$ cat config.mk
export PLATFORM = sky130hd
export DESIGN_NAME = date_add_days
export DESIGN_NICKNAME = d
export VERILOG_FILES = /design/src/rtl/core/dad_pkg.sv /design/src/rtl/core/dad_ctrl.sv /design/src/rtl/core/dad_datapath.sv /design/src/rtl/core/date_add_days.sv
export SDC_FILE = /design/constraint.sdc
export NUM_CORES = 1
export LEC_CHECK = 0
export BUFFER_PORTS_ARGS = -buffer_cell sky130_fd_sc_hd__buf_2
export CAP_MARGIN = 20
export CORE_MARGIN = 2
export CORE_UTILIZATION = 56
export CTS_CLUSTER_DIAMETER = 100
export CTS_CLUSTER_SIZE = 12
export DETAILED_ROUTE_END_ITERATION = 6
export GPL_TIMING_DRIVEN = 0
export PLACE_DENSITY_LB_ADDON = 0.1
export SLEW_MARGIN = 20
export SYNTH_ARGS = -nofsm -noshare
export SYNTH_HDL_FRONTEND = slang
export SYNTH_SLANG_ARGS = --single-unit
$ cat constraint.sdc
create_clock -name clk -period 4.9 [get_ports clk]
set_input_delay 0.245 -clock clk [delete_from_list [all_inputs] [get_ports clk]]
set_output_delay 0.245 -clock clk [all_outputs]
set_load 0.01 [all_outputs]
$ cat src/rtl/core/dad_pkg.sv
`default_nettype none
package dad_pkg;

  localparam int unsigned YearW  = 14;
  localparam int unsigned MonthW = 4;
  localparam int unsigned DayW   = 5;
  localparam int unsigned AddW   = 16;
  // Day accumulator: start day plus the day count.
  localparam int unsigned SumW   = AddW + 1;
  // Century quotient and remainder of the year.
  localparam int unsigned CentW  = 8;
  localparam int unsigned RemW   = 7;

  localparam int unsigned InDataW  = 40;
  localparam int unsigned OutDataW = 24;

  // floor(y / 100) == (y * RecipHundred) >> RecipShift for every 14-bit y.
  localparam logic [12:0] RecipHundred = 13'd5243;
  localparam int unsigned RecipShift   = 19;
  localparam logic [6:0]  Hundred      = 7'd100;
  localparam logic [RemW-1:0] LastRem  = 7'd99;

  localparam logic [MonthW-1:0] MonthJan = 4'd1;
  localparam logic [MonthW-1:0] MonthFeb = 4'd2;
  localparam logic [MonthW-1:0] MonthDec = 4'd12;
  localparam logic [YearW-1:0]  YearMax  = 14'h3FFF;

  typedef enum logic [2:0] {
    ST_IDLE,
    ST_QUOT,
    ST_REM,
    ST_RUN,
    ST_EMIT
  } dad_state_t;

  typedef struct packed {
    logic load;
    logic quot;
    logic rem;
    logic step;
    logic emit;
  } dad_cmd_t;

  typedef struct packed {
    logic bad;
    logic fits;
    logic out_free;
  } dad_sts_t;

  function automatic logic [DayW-1:0] month_len(input logic [MonthW-1:0] month,
                                                input logic leap);
    logic [DayW-1:0] len;
    case (month)
      4'd2:    len = leap ? 5'd29 : 5'd28;
      4'd4:    len = 5'd30;
      4'd6:    len = 5'd30;
      4'd9:    len = 5'd30;
      4'd11:   len = 5'd30;
      default: len = 5'd31;
    endcase
    return len;
  endfunction

endpackage
`default_nettype wire

$ cat src/rtl/core/dad_ctrl.sv
`default_nettype none
module dad_ctrl (
  input  wire logic              clk,
  input  wire logic              rst_n,
  input  wire logic              in_tvalid,
  output logic                   in_tready,
  input  wire dad_pkg::dad_sts_t sts,
  output dad_pkg::dad_cmd_t      cmd
);
  import dad_pkg::*;

  dad_state_t state_r, state_nxt;

  always_ff @(posedge clk) begin
    if (!rst_n) begin
      state_r <= ST_IDLE;
    end else begin
      state_r <= state_nxt;
    end
  end

  always_comb begin
    state_nxt = state_r;
    case (state_r)
      ST_IDLE: begin
        if (in_tvalid) state_nxt = ST_QUOT;
      end
      ST_QUOT: begin
        state_nxt = sts.bad ? ST_EMIT : ST_REM;
      end
      ST_REM: begin
        state_nxt = ST_RUN;
      end
      ST_RUN: begin
        if (sts.fits) state_nxt = ST_EMIT;
      end
      ST_EMIT: begin
        if (sts.out_free) state_nxt = ST_IDLE;
      end
      default: begin
        state_nxt = ST_IDLE;
      end
    endcase
  end

  always_comb begin
    in_tready = 1'b0;
    cmd       = '0;
    case (state_r)
      ST_IDLE: begin
        in_tready = 1'b1;
        cmd.load  = in_tvalid;
      end
      ST_QUOT: begin
        cmd.quot = 1'b1;
      end
      ST_REM: begin
        cmd.rem = 1'b1;
      end
      ST_RUN: begin
        cmd.step = !sts.fits;
      end
      ST_EMIT: begin
        cmd.emit = sts.out_free;
      end
      default: begin
        cmd = '0;
      end
    endcase
  end

endmodule
`default_nettype wire

$ cat src/rtl/core/dad_datapath.sv
`default_nettype none
module dad_datapath (
  input  wire logic                             clk,
  input  wire logic                             rst_n,
  input  wire logic [dad_pkg::InDataW-1:0]      in_tdata,
  input  wire dad_pkg::dad_cmd_t                cmd,
  output dad_pkg::dad_sts_t                     sts,
  output logic                                  out_tvalid,
  input  wire logic                             out_tready,
  output logic [dad_pkg::OutDataW-1:0]          out_tdata,
  output logic                                  out_tuser
);
  import dad_pkg::*;

  logic [YearW-1:0]  in_year;
  logic [MonthW-1:0] in_month;
  logic [DayW-1:0]   in_day;
  logic [AddW-1:0]   in_add;
  logic              in_bad;

  logic [YearW-1:0]  year_r;
  logic [MonthW-1:0] month_r;
  logic [SumW-1:0]   day_r;
  logic              bad_r;
  logic [CentW-1:0]  cent_r;
  logic [RemW-1:0]   rem_r;

  logic [YearW+12:0] quot_prod;
  logic [CentW+6:0]  cent_prod;
  logic [YearW-1:0]  rem_full;
  logic              leap;
  logic [DayW-1:0]   cur_len;

  logic              out_valid_r;
  logic [YearW-1:0]  out_year_r;
  logic [MonthW-1:0] out_month_r;
  logic [DayW-1:0]   out_day_r;
  logic              out_bad_r;

  assign in_year  = in_tdata[13:0];
  assign in_month = in_tdata[17:14];
  assign in_day   = in_tdata[22:18];
  assign in_add   = in_tdata[38:23];
  assign in_bad   = (in_month == '0) || (in_month > MonthDec);

  assign quot_prod = year_r * RecipHundred;
  assign cent_prod = cent_r * Hundred;
  assign rem_full  = year_r - cent_prod[YearW-1:0];

  // Century years are leap only when the century count is a multiple of four.
  assign leap    = (rem_r == '0) ? (cent_r[1:0] == 2'b00) : (year_r[1:0] == 2'b00);
  assign cur_len = month_len(month_r, leap);

  assign sts.bad      = bad_r;
  assign sts.fits     = day_r <= {{(SumW-DayW){1'b0}}, cur_len};
  assign sts.out_free = !out_valid_r || out_tready;

  always_ff @(posedge clk) begin
    if (cmd.load) begin
      year_r  <= in_year;
      month_r <= in_month;
      bad_r   <= in_bad;
      day_r   <= in_bad ? {{(SumW-DayW){1'b0}}, in_day}
                        : {{(SumW-DayW){1'b0}}, in_day} + {1'b0, in_add};
    end else if (cmd.step) begin
      day_r <= day_r - {{(SumW-DayW){1'b0}}, cur_len};
      if (month_r == MonthDec) begin
        month_r <= MonthJan;
        year_r  <= year_r + 1'b1;
        if (year_r == YearMax) begin
          cent_r <= '0;
          rem_r  <= '0;
        end else if (rem_r == LastRem) begin
          rem_r  <= '0;
          cent_r <= cent_r + 1'b1;
        end else begin
          rem_r <= rem_r + 1'b1;
        end
      end else begin
        month_r <= month_r + 1'b1;
      end
    end
    if (cmd.quot) begin
      cent_r <= quot_prod[RecipShift +: CentW];
    end
    if (cmd.rem) begin
      rem_r <= rem_full[RemW-1:0];
    end
  end

  always_ff @(posedge clk) begin
    if (!rst_n) begin
      out_valid_r <= 1'b0;
    end else if (cmd.emit) begin
      out_valid_r <= 1'b1;
    end else if (out_tready) begin
      out_valid_r <= 1'b0;
    end
  end

  always_ff @(posedge clk) begin
    if (cmd.emit) begin
      out_year_r  <= year_r;
      out_month_r <= month_r;
      out_day_r   <= day_r[DayW-1:0];
      out_bad_r   <= bad_r;
    end
  end

  assign out_tvalid = out_valid_r;
  assign out_tdata  = {1'b0, out_day_r, out_month_r, out_year_r};
  assign out_tuser  = out_bad_r;

endmodule
`default_nettype wire

$ cat src/rtl/core/date_add_days.sv
// Gregorian date advance: adds a count of days to a year, month and day.
//
// Input channel (in_*): one beat carries a starting date and a day count.
// Output channel (out_*): one beat per input beat carries the resulting date;
// out_tuser is high when the starting month was outside 1..12, and then the
// date is passed through unchanged.
//
// The day count is added to the day of month, and a sequencer then takes
// off one whole month per cycle until the day fits its month. The leap-year
// test uses the year split into a century count and a remainder, found by a
// reciprocal multiply after the beat is taken and kept current as years roll.
// Setup loads the beat, then finds the century count and then the remainder;
// the sequencer then steps the months, and the result is last loaded into
// the output register. A bad month goes from the century step to the output.
// One item is worked on at a time. in_tready rises again as soon as the
// result sits in the output register, so a new beat is taken while that
// result waits for the receiver. If the receiver stalls, the next result
// waits inside the block until the output register frees up.
// Reset (rst_n low, synchronous) returns the sequencer to idle and drops
// out_tvalid.
`default_nettype none
module date_add_days (
  input  wire logic                         clk,
  input  wire logic                         rst_n,
  input  wire logic                         in_tvalid,
  output logic                              in_tready,
  // start_year[13:0], start_month[17:14], start_day[22:18], days_to_add[38:23]
  input  wire logic [dad_pkg::InDataW-1:0]  in_tdata,
  output logic                              out_tvalid,
  input  wire logic                         out_tready,
  // out_year[13:0], out_month[17:14], out_day[22:18]
  output logic [dad_pkg::OutDataW-1:0]      out_tdata,
  // bad_input[0]
  output logic                              out_tuser
);
  import dad_pkg::*;

  dad_cmd_t cmd;
  dad_sts_t sts;

  dad_ctrl u_ctrl (
    .clk       (clk),
    .rst_n     (rst_n),
    .in_tvalid (in_tvalid),
    .in_tready (in_tready),
    .sts       (sts),
    .cmd       (cmd)
  );

  dad_datapath u_datapath (
    .clk        (clk),
    .rst_n      (rst_n),
    .in_tdata   (in_tdata),
    .cmd        (cmd),
    .sts        (sts),
    .out_tvalid (out_tvalid),
    .out_tready (out_tready),
    .out_tdata  (out_tdata),
    .out_tuser  (out_tuser)
  );

endmodule
`default_nettype wire

==> results.md, run 1 <==
- Status: completed
- Reg2Reg Depth: 18
- Avg Inst Size Synth: 10.11 um2
- Min Tclk post-route: 4.793 ns
- Total CTS buffers: 9
- CTS root buffer: clkbuf_16
- Hold slack: 0.1473 ns
- Fin crit share: 97.81%
- Register area share after synthesis: 28.87%
- Via count: 5956
- Overall die width: 121.8 um
- Slew margin rel.: 34.86%
- Pin count of the biggest net entering global routing: 22
- Max-cap violations: 0
- # setup viols final: 0
- First-pass GRT wire length: 29.40 mm
- Post-Synth XOR/XNOR Area: 6.654%
- Ports: 71
- Crit Path Category: register to register
- Slowest cell on crit path: fa_1
- Hold EP: u_ctrl.state_r[2]$_SDFFE_PN0P_
- Fmax: 208.7 MHz
- GRT Total Usage: 25.85%
- Worst hold path type: input port to register
- Top cells by area, synth: edfxtp_1 28%, ha_1 19%, fa_1 17%
- Final hold violation count: 0
- Hold path depth: 2
- H-tree Lvls: 3
- Crit path largest cell delay: 0.53 ns
- Transition time of the tightest slew-check pin: 0.9747 ns
- Top FF cell, synth: edfxtp_1
- GRT overflow: 0
- Clock Sinks: 76
- Top cells by count, synth: 142 x inv_1, 118 x ha_1, 72 x edfxtp_1, 65 x fa_1, 60 x nand2_1
- Setup crit end kind: register
- Syn Inst Count: 768
- Mux cell area share after synthesis: 0.5317%
- Initial drt markers: 440
- Synth warnings: 0
- Critical Path AT: 5.01 ns
- Routed WL: 18.57 mm
- Final ANT Viol Nets: 0
- Complex-gate fraction of the synthesized area: 9.924%
- Rows: 43
- Post-DR wirelength/cell: 17.16 um
- Fillers: 1055
- RR Startpoint: u_datapath.year_r[10]$_DFFE_PP_
- Reg2reg setup slack: 0.11 ns
- Die area: 14830 um2
- Inserted Diodes: 0
- Critical path cell sequence: buf_4, buf_4, fa_2, ha_1, inv_1, fa_1, inv_1, fa_1, inv_1, fa_1, inv_1, ha_4, nand2_4, nor3_4, and3_4, a221oi_4, or4_1, nand3_1
- Mapped Area: 7766 um2
- GP Congestion: 0.8802
- Max clock buf depth: 2
- IO buf count: 68
- Hpwl dp: 13.79 mm
- Synth Net Count: 995
- Hold Crit Start: rst_n
- Type of element launching the critical path: register
- RR Endpoint: u_datapath.cent_r[3]$_DFFE_PP_
- Multi-input logic area: 5124 um2
- Core Region: 13720 um2
- Max Slew Vio Count: 0
- Fin nets: 1124
- Combinational family with the most area after synthesis: adder cells
- Most frequent CP cell: inv_1
- Cells after DPL: 1017
- CTS tree: built
- Setup Skew: 0.01224 ns
- Via density per instance: 5.505
- Area occupied by registers: 2242 um2
- Clock transition at path regs: 0.06 ns
- Area share of and/or/nand/nor cells after synthesis: 10.70%
- Most frequent cell after synthesis: inv_1
- Area grow syn2layout: 18.61%
- Cell taking the most area after synthesis: edfxtp_1
- CP Data Required Time: 5.12 ns
- Proportion of netlist area held by the largest area contributor: 27.84%
- DRC Markers: 0
- Vias in the first global route: 5932
- Layout cells sized above 1: 18.51%
- Netlist cell types: 60
- FFs w/ async S/R, synth: 0%
- #FFs+latches synth: 76
- Post-synthesis adder-cell area fraction: 35.77%
- Initial antenna violation count: 0
- EDFF count, synth: 72
- CP max FO: 5
- Final Non-Filler Cells: 1082
- Chip Height: 121.8 um
- 1st-pass router iterations: 5
- Starting density of the core: 56.61%
- Clk_lat worst skew: 0.36 ns
per-stage QoR:
stage               area [um2]  setup WS [ns]  setup TNS (ns)  utilization (%)
detailed placement        8367        -0.3236         -0.9790            60.99
floorplan                 7766         0.2139               0                -
CTS                       8870        0.01103               0            64.65
global placement          8332        -0.2927         -0.6415            60.73
global route              9211      -0.001649       -0.001649            67.14
finish                    9211         0.1075               0            67.14
state kept, by name, summed over array words and instances, names as in the netlist:
name and cells:
u_datapath.day_r 17, u_datapath.out_year_r 14, u_datapath.year_r 14, u_datapath.rem_r 7, u_datapath.cent_r 5, u_datapath.out_day_r 5, u_datapath.month_r 4, u_datapath.out_month_r 4
u_ctrl.state_r 3, u_datapath.bad_r 1, u_datapath.out_tuser 1, u_datapath.out_tvalid 1
cells in the final DEF, fill, tap and decap left out, types with 6 or more instances in the layout:
master	count
nor2_1	33
xor2_1	27
ha_4	7
and3_1	7
nor3_1	9
nand4_1	7
o22ai_1	13
clkbuf_1	11
xnor2_1	32
buf_2	69
buf_4	47
fa_1	64
clkbuf_16	9
a21oi_1	27
nand3_1	19
o21ai_0	32
edfxtp_1	72
nor2b_1	7
nand2_1	58
inv_1	140
ha_1	111
a21o_1	6
cell type report:
class	instances	share of cell area, %
Multi-Input combinational cell	538	55.62
Sequential cell	76	24.34
Timing Repair Buffer	118	8.204
Inverter	143	5.854
Clock buffer	12	2.676
Tap cell	180	2.445
Buffer	11	0.5026
Clock inverter	4	0.3532
worst max-delay path: cells and delay by family (launching register included):
kind / cells / cell delay, ns
compound gates: 1 / 0.07
fa+ha+maj: 6 / 2.55
buf+inv: 6 / 0.53
flops: 1 / 0.44
simple gates: 5 / 1.05
worst max path at each step:
stage                                               start                        endpoint  slack, ns  cells after the start
after detailed placement  u_datapath.year_r[11]$_DFFE_PP_  u_datapath.cent_r[1]$_DFFE_PP_      -0.32                     15
after global placement     u_datapath.year_r[6]$_DFFE_PP_  u_datapath.cent_r[1]$_DFFE_PP_      -0.29                     15
after global routing      u_datapath.year_r[11]$_DFFE_PP_  u_datapath.cent_r[0]$_DFFE_PP_     -0.002                     15
after floorplan            u_datapath.year_r[4]$_DFFE_PP_  u_datapath.cent_r[1]$_DFFE_PP_       0.21                     15
final                     u_datapath.year_r[10]$_DFFE_PP_  u_datapath.cent_r[3]$_DFFE_PP_       0.11                     18
after CTS                 u_datapath.year_r[10]$_DFFE_PP_  u_datapath.cent_r[1]$_DFFE_PP_       0.01                     14
what timing repair did:
action,CTS,global route
endpoints found under the setup margin,5,4
buffers inserted,27,22
hold buffers,0,0
pin swaps,2,16
resized for setup,2,29
logic make-up after synthesis:
family          count (synthesis)
fa+ha+maj                     183
flops                          76
compound gates                121
xor+xnor                       59
simple gates                  170
other cells                     1
mux                             4
buf+inv                       154
layer usage:
metal	global-route usage (%)	wire length, um	vias to the layer above
met4	7.759	301	0
met3	3.511	848	24
met5	0	0	-
met2	41.66	8969	147
met1	36.55	8451	2914
li1	-	-	2871
Power of run 1 is left out: the tool's default activity adds up to more than one toggle a clock period on the data nets, which glitch-free logic cannot reach.
==> run 2: changes to the inputs <==
CORE_UTILIZATION = 62   (was 56)
clock period = 5.3 ns   (was 4.9 ns; I/O delays follow)
==> run 2 against run 1 <==
Effect of this change:
- hold slack better by 0.014 ns
- setup slack better by 0.097 ns
- routed wire length is 5.8% lower
- count of clock-buffer cells in the layout decreased by 2
- first-iteration DRC count grew 2.5%
- critical path depth decreased by 5
- sequential cell count is the same
- design area is 5.3% lower
- fmax fell by 6.0%
- critical path type unchanged
==> results.md, run 2 (synthesized netlist as in run 1, its figures left out) <==
- Status: completed
- Slew margin rel.: 35.07% (+0.20 points)
- Top Registers: u_datapath.day_r (17), u_datapath.out_year_r (14), u_datapath.year_r (14)
- Critical Path AT: 5.17 ns (+0.16 ns)
- IO buf count: 68 (unchanged)
- Setup Skew: 0.009861 ns (-0.002375 ns)
- Max-cap violations: 0 (unchanged)
- Fmax: 196.2 MHz (-6.0%)
- GRT met2 Usage: 46.35% (+4.7 points)
- Reg with most FFs: u_datapath.day_r
- Type of element launching the critical path: register
- Top Usage Layer GRT: met2
- Area grow syn2layout: 12.37%
- Most frequent CP cell: fa_1
- Slowest cell on crit path: edfxtp_1
- Critical path cell sequence: ha_1, fa_1, fa_1, inv_1, fa_1, fa_1, inv_1, ha_1, and3_1, a311o_1, a221oi_2, xor2_1, o22ai_1
- Clock Sinks: 76 (unchanged)
- Reg2Reg Depth: 13 (-5)
- Layout cells sized above 1: 13.10% (-5.4 points)
- 1st-pass router iterations: 5 (unchanged)
- Most common cell after layout, fill and taps aside: inv_1
- Initial antenna violation count: 0 (unchanged)
- Die area: 13440 um2 (-9.4%)
- Final hold violation count: 0 (unchanged)
- Most frequent cells in the layout: 142 x inv_1, 118 x ha_1, 72 x edfxtp_1
- RR Endpoint: u_datapath.cent_r[1]$_DFFE_PP_
- Max reg flops: 17 (unchanged)
- Post-CTS Setup Inserts: 0 (-100%)
- Met3 usage: 4.498% (+0.99 points)
- PostCTS Resize Cnt: 0 (-2)
- Pin count of the biggest net entering global routing: 25 (+14%)
- Hold buffer count at CTS: 0 (unchanged)
- Transition time of the tightest slew-check pin: 0.9717 ns (-0.003059 ns)
- Fin crit share: 96.15% (-1.7 points)
- Overall die width: 115.9 um (-4.8%)
- Hold path depth: 2 (unchanged)
- Starting density of the core: 64.12% (+7.5 points)
- First-pass GRT wire length: 28.81 mm (-2.0%)
- Clk_lat worst skew: 0.34 ns (-0.02 ns)
- Fillers: 928 (-12%)
- Ports: 71 (unchanged)
- H-tree Lvls: 3 (unchanged)
- Rows: 40 (-7.0%)
- GR Util met1: 38.33% (+1.8 points)
- Hold EP: u_ctrl.state_r[2]$_SDFFE_PN0P_
- DRC Markers: 0 (unchanged)
- Post-DR wirelength/cell: 16.86 um (-1.8%)
- Via count: 5842 (-1.9%)
- Crit Path Category: register to register
- RR Startpoint: u_datapath.year_r[8]$_DFFE_PP_
- Crit path largest cell delay: 0.76 ns (+0.23 ns)
- Reg2reg setup slack: 0.20 ns (+0.10 ns)
- Delay-heaviest family, CP: adder cells
- Clock transition at path regs: 0.06 ns (about the same)
- RSZ-0062 raised after global routing: no
- Area occupied by registers: 2242 um2 (unchanged)
- Hold Crit Start: rst_n
- GRT overflow: 0 (unchanged)
- Setup crit end kind: register
- Inserted Diodes: 0 (unchanged)
- # setup viols final: 0 (unchanged)
- Vias in the first global route: 5980 (+0.81%)
- CP max FO: 10 (+5)
- GRT Total Usage: 27.82% (+2.0 points)
- Multi-input logic area: 4949 um2 (-3.4%)
- Max Slew Vio Count: 0 (unchanged)
- Via density per instance: 5.628 (+2.2%)
- Chip Height: 115.9 um (-4.8%)
- GP Congestion: 0.8994 (+2.2%)
- CTS tree: built
- Final TNS setup: 0 ns (unchanged)
- Initial drt markers: 451 (+2.5%)
- Routed WL: 17.50 mm (-5.8%)
- CP Data Required Time: 5.37 ns (+0.25 ns)
- Total CTS buffers: 9 (unchanged)
- CTS root buffer: clkbuf_16
- Hpwl dp: 13.84 mm (+0.38%)
- Worst hold path type: input port to register
- Min Tclk post-route: 5.096 ns (+0.3034 ns)
- Max clock buf depth: 2 (unchanged)
- Final ANT Viol Nets: 0 (unchanged)
- Core Region: 12110 um2 (-12%)
- Fin nets: 1092 (-2.8%)
- WP buf/inv: 2 (-4)
run 2: final cells by class:
cell class	instances	share of cell area (%)
Buffer	11	0.5305
Clock buffer	10	2.624
Clock inverter	6	0.4444
Inverter	143	6.151
Multi-Input combinational cell	538	56.70
Sequential cell	76	25.69
Tap cell	168	2.409
Timing Repair Buffer	86	5.448
run 2: worst max path at each step:
stage / start / to / cells past startpoint
after floorplan: u_datapath.year_r[4]$_DFFE_PP_ / u_datapath.cent_r[1]$_DFFE_PP_ / 15
after global placement: u_datapath.year_r[11]$_DFFE_PP_ / u_datapath.cent_r[1]$_DFFE_PP_ / 15
after detailed placement: u_datapath.year_r[6]$_DFFE_PP_ / u_datapath.cent_r[1]$_DFFE_PP_ / 15
after CTS: u_datapath.year_r[11]$_DFFE_PP_ / u_datapath.cent_r[1]$_DFFE_PP_ / 15
after global routing: u_datapath.year_r[9]$_DFFE_PP_ / u_datapath.cent_r[1]$_DFFE_PP_ / 15
final: u_datapath.year_r[8]$_DFFE_PP_ / u_datapath.cent_r[1]$_DFFE_PP_ / 13
run 2: through the flow:
| stage | setup WS [ns] | instances | hold slack, ns | util (%) | area, um2 |
|---|---|---|---|---|---|
| after global routing | 0.01271 | 1038 | 0.1787 | 72.06 | 8727 |
| after CTS | 0.07748 | 1020 | 0.1589 | 70.94 | 8592 |
| after detailed placement | 0.1041 | 1004 | 0.4424 | 68.73 | 8324 |
| final | 0.2041 | 1038 | 0.1615 | 72.06 | 8727 |
| after global placement | 0.1689 | 1004 | 0.4497 | 68.67 | 8317 |
| after floorplan | 0.6139 | 768 | 0.3867 | - | 7766 |
run 2: worst reg2reg max path, delay by kind of cell, from the launching register on:
family                     cells  cell delay (ns)
xor gates and xnor gates       1             0.18
DFF                            1             0.76
adders and majority gates      6             2.77
buffers and inverters          2             0.10
AOI/OAI and AO/OA              3             0.84
and+or+nand+nor                1             0.18
run 2: routing by layer:
layer | vias up | routed length [um]
met5 | - | 0
met4 | 0 | 255
met3 | 27 | 986
met2 | 176 | 8515
met1 | 2847 | 7744
li1 | 2792 | -
Power of run 2 is left out for the same reason.
==> run 3: changes to the inputs <==
ABC_AREA = 1   (was unset)
CAP_MARGIN = 30   (was 20)
==> run 3 against run 2 <==
Effect of this change:
- sequential cell count unchanged
- synthesized cell count grew 30%
- cell count grew 22%
- critical endpoint is now u_datapath.cent_r[3]$_DFFE_PP_
- highest routed layer unchanged
==> results.md, run 3 <==
- CP Data Required Time: 5.39 ns (+0.02 ns)
- GRT Total Usage: 27.50% (-0.32 points)
- Worst setup path startpoint: u_datapath.year_r[11]$_DFFE_PP_
- Inserted Diodes: 0 (unchanged)
- IO buf count: 68 (unchanged)
- Clk_lat worst skew: 0.33 ns (about the same)
- Die area: 14510 um2 (+8.0%)
- EDFF count, synth: 72 (unchanged)
- Starting density of the core: 63.49% (-0.63 points)
- Crit path largest cell delay: 0.74 ns (-0.02 ns)
- # setup viols final: 0 (unchanged)
- Max-cap violations: 0 (unchanged)
- Hold buffer count at CTS: 0 (unchanged)
- Layout cells sized above 1: 11.58% (-1.5 points)
- Via density per instance: 5.334 (-5.2%)
- Top Registers: u_datapath.day_r (17), u_datapath.out_year_r (14), u_datapath.year_r (14)
- GP Congestion: 0.8872 (-1.4%)
- Total CTS buffers: 9 (unchanged)
- WP buf/inv: 4 (+2)
- Fin nets: 1310 (+20%)
- Critical Path AT: 4.96 ns (-0.21 ns)
- Clock Sinks: 76 (unchanged)
- Final ANT Viol Nets: 0 (unchanged)
- Max Slew Vio Count: 0 (unchanged)
- Reg2reg setup slack: 0.42 ns (+0.22 ns)
- Pin count of the biggest net entering global routing: 22 (-12%)
- Synth Net Count: 1228 (+23%)
- Top cells by area, synth: edfxtp_1 26%, ha_1 18%, fa_1 15%
- CTS root buffer: clkbuf_16
- Register area share after synthesis: 26.67% (-2.2 points)
- Post-DR wirelength/cell: 15.00 um (-11%)
- Slowest cell on crit path: edfxtp_1
- Setup Skew: 0.006985 ns (-0.002876 ns)
- Avg Inst Size Synth: 8.400 um2 (-17%)
- Most common cell after layout, fill and taps aside: inv_1
- Initial antenna violation count: 0 (unchanged)
- Hpwl dp: 15.47 mm (+12%)
- Initial drt markers: 446 (-1.1%)
- Fin crit share: 92.01% (-4.1 points)
- Reg with most FFs: u_datapath.day_r
- Synth warnings: 0 (unchanged)
- RR Endpoint: u_datapath.cent_r[3]$_DFFE_PP_
- Netlist cell types: 44 (-27%)
- H-tree Lvls: 3 (unchanged)
- Max reg flops: 17 (unchanged)
- RR Startpoint: u_datapath.year_r[11]$_DFFE_PP_
- CP max FO: 11 (+1)
- Status: completed
- Setup crit end kind: register
- Area grow syn2layout: 10.15%
- Transition time of the tightest slew-check pin: 0.9055 ns (-0.06620 ns)
- CP Depth: 19 (+6)
- PostCTS Resize Cnt: 0 (unchanged)
- Clock transition at path regs: 0.06 ns (about the same)
- 1st-pass router iterations: 5 (unchanged)
- End point of the critical path: u_datapath.cent_r[3]$_DFFE_PP_
- Proportion of netlist area held by the largest area contributor: 25.71% (-2.1 points)
- Fmax: 205.1 MHz (+4.5%)
- Ports: 71 (unchanged)
- Overall die width: 120.5 um (+3.9%)
- Chip Height: 120.5 um (+3.9%)
- Delay-heaviest family, CP: adder cells
- Critical path cell sequence: fa_1, ha_1, inv_1, fa_1, inv_1, fa_1, inv_1, fa_1, inv_1, ha_1, nand2_1, nor2_1, nand2_1, nor2_1, nand3_1, nand3_1, nand2_1, nand3_1, nand2_1
- FFs w/ async S/R, synth: 0% (unchanged)
- Final TNS setup: 0 ns (unchanged)
- Top FF cell, synth: edfxtp_1
- Routed WL: 18.96 mm (+8.4%)
- Top cells by count, synth: 229 x inv_1, 228 x nand2_1, 118 x ha_1, 72 x edfxtp_1, 65 x fa_1
- #FFs+latches synth: 76 (unchanged)
- Mapped Area: 8408 um2 (+8.3%)
- RSZ-0062 raised after global routing: no
- Core Region: 13240 um2 (+9.3%)
- Min Tclk post-route: 4.877 ns (-0.2193 ns)
- Worst hold path type: input port to register
- Vias in the first global route: 6360 (+6.4%)
- First-pass GRT wire length: 30.93 mm (+7.4%)
- GRT overflow: 0 (unchanged)
- DRC Markers: 0 (unchanged)
- Rows: 42 (+5.0%)
- Hold Crit Start: rst_n
- CTS tree: built
- Final hold violation count: 0 (unchanged)
- Slew margin rel.: 39.49% (+4.4 points)
- Max clock buf depth: 2 (unchanged)
- Type of element launching the critical path: register
- Most frequent cell after synthesis: inv_1
- Cell taking the most area after synthesis: edfxtp_1
- Most frequent cells in the layout: 229 x inv_1, 228 x nand2_1, 118 x ha_1
- Syn Inst Count: 1001 (+30%)
- Post-CTS Setup Inserts: 0 (unchanged)
- Crit Path Category: register to register
- Via count: 6742 (+15%)
- Reg2Reg Depth: 19 (+6)
-- run 3: changes by cell type after synthesis, moves of 7 or more --
| cell | previous run | this run |
|---|---|---|
| and3_1 | 8 | 0 |
| clkbuf_1 | 9 | 0 |
| inv_1 | 142 | 229 |
| nand2_1 | 60 | 228 |
| nand3_1 | 20 | 47 |
| nor2_1 | 34 | 49 |
| nor2_2 | 0 | 8 |
| nor2b_1 | 7 | 0 |
| o21ai_0 | 34 | 24 |
| o21ai_1 | 1 | 14 |
| xnor2_1 | 32 | 10 |
-- run 3: layout make-up --
cell class,count,area [um2]
buffer,8,55.05
multi-input combinational,682,5235
timing repair buffer,71,357.8
clock inverter,5,36.28
fill,1130,3981
inverter,235,882.1
sequential,76,2242
clock buffer,11,232.7
tap,176,220.2
-- run 3: worst reg2reg max path, delay by kind of cell, from the launching register on --
kind                     cells  cell delay (ns)
adder cells (fa/ha/maj)      6             2.68
AND/OR/NAND/NOR              9             0.99
flip-flops                   1             0.74
buffers and inverters        4             0.21
-- run 3: cells by family after synthesis --
group / after synthesis / synth area share (%)
and+or+nand+nor: 376 / 19.79
other: 1 / 0.04460
AOI/OAI and AO/OA: 91 / 6.087
xor gates and xnor gates: 31 / 3.229
adders and majority gates: 183 / 33.04
buffers and inverters: 243 / 11.15
DFF: 76 / 26.67
-- run 3: how the worst min path moves through the flow --
stage	to	slack, ns	depth (start not counted)
after global placement	u_datapath.out_day_r[0]$_DFFE_PP_	0.48	0
after detailed placement	u_datapath.out_day_r[0]$_DFFE_PP_	0.46	0
after global routing	u_ctrl.state_r[0]$_SDFFE_PN0P_	0.17	3
after floorplan	u_ctrl.state_r[0]$_SDFFE_PN0P_	0.36	2
final	u_ctrl.state_r[0]$_SDFFE_PN0P_	0.15	3
after CTS	u_ctrl.state_r[0]$_SDFFE_PN0P_	0.14	3
-- run 3: stage by stage --
stage | setup WS (ns) | cell area [um2] | utilization, % | hold WS [ns] | cells
floorplan | 1.034 | 8408 | - | 0.3626 | 1001
global placement | 0.5191 | 8969 | 67.72 | 0.4764 | 1245
detailed placement | 0.4503 | 8992 | 67.90 | 0.4647 | 1248
CTS | 0.4136 | 9261 | 69.94 | 0.1377 | 1264
global route | 0.1094 | 9261 | 69.94 | 0.1747 | 1264
finish | 0.4235 | 9261 | 69.94 | 0.1507 | 1264
-- run 3: per-layer routing --
metal	vias up	GRT usage [%]	share of wire (%)
li1	3318	-	-
met1	3191	39.87	46
met2	217	43.01	46
met3	16	5.472	7.2
met4	0	6.177	1.2
met5	-	0	0
Power of run 3 is left out for the same reason.
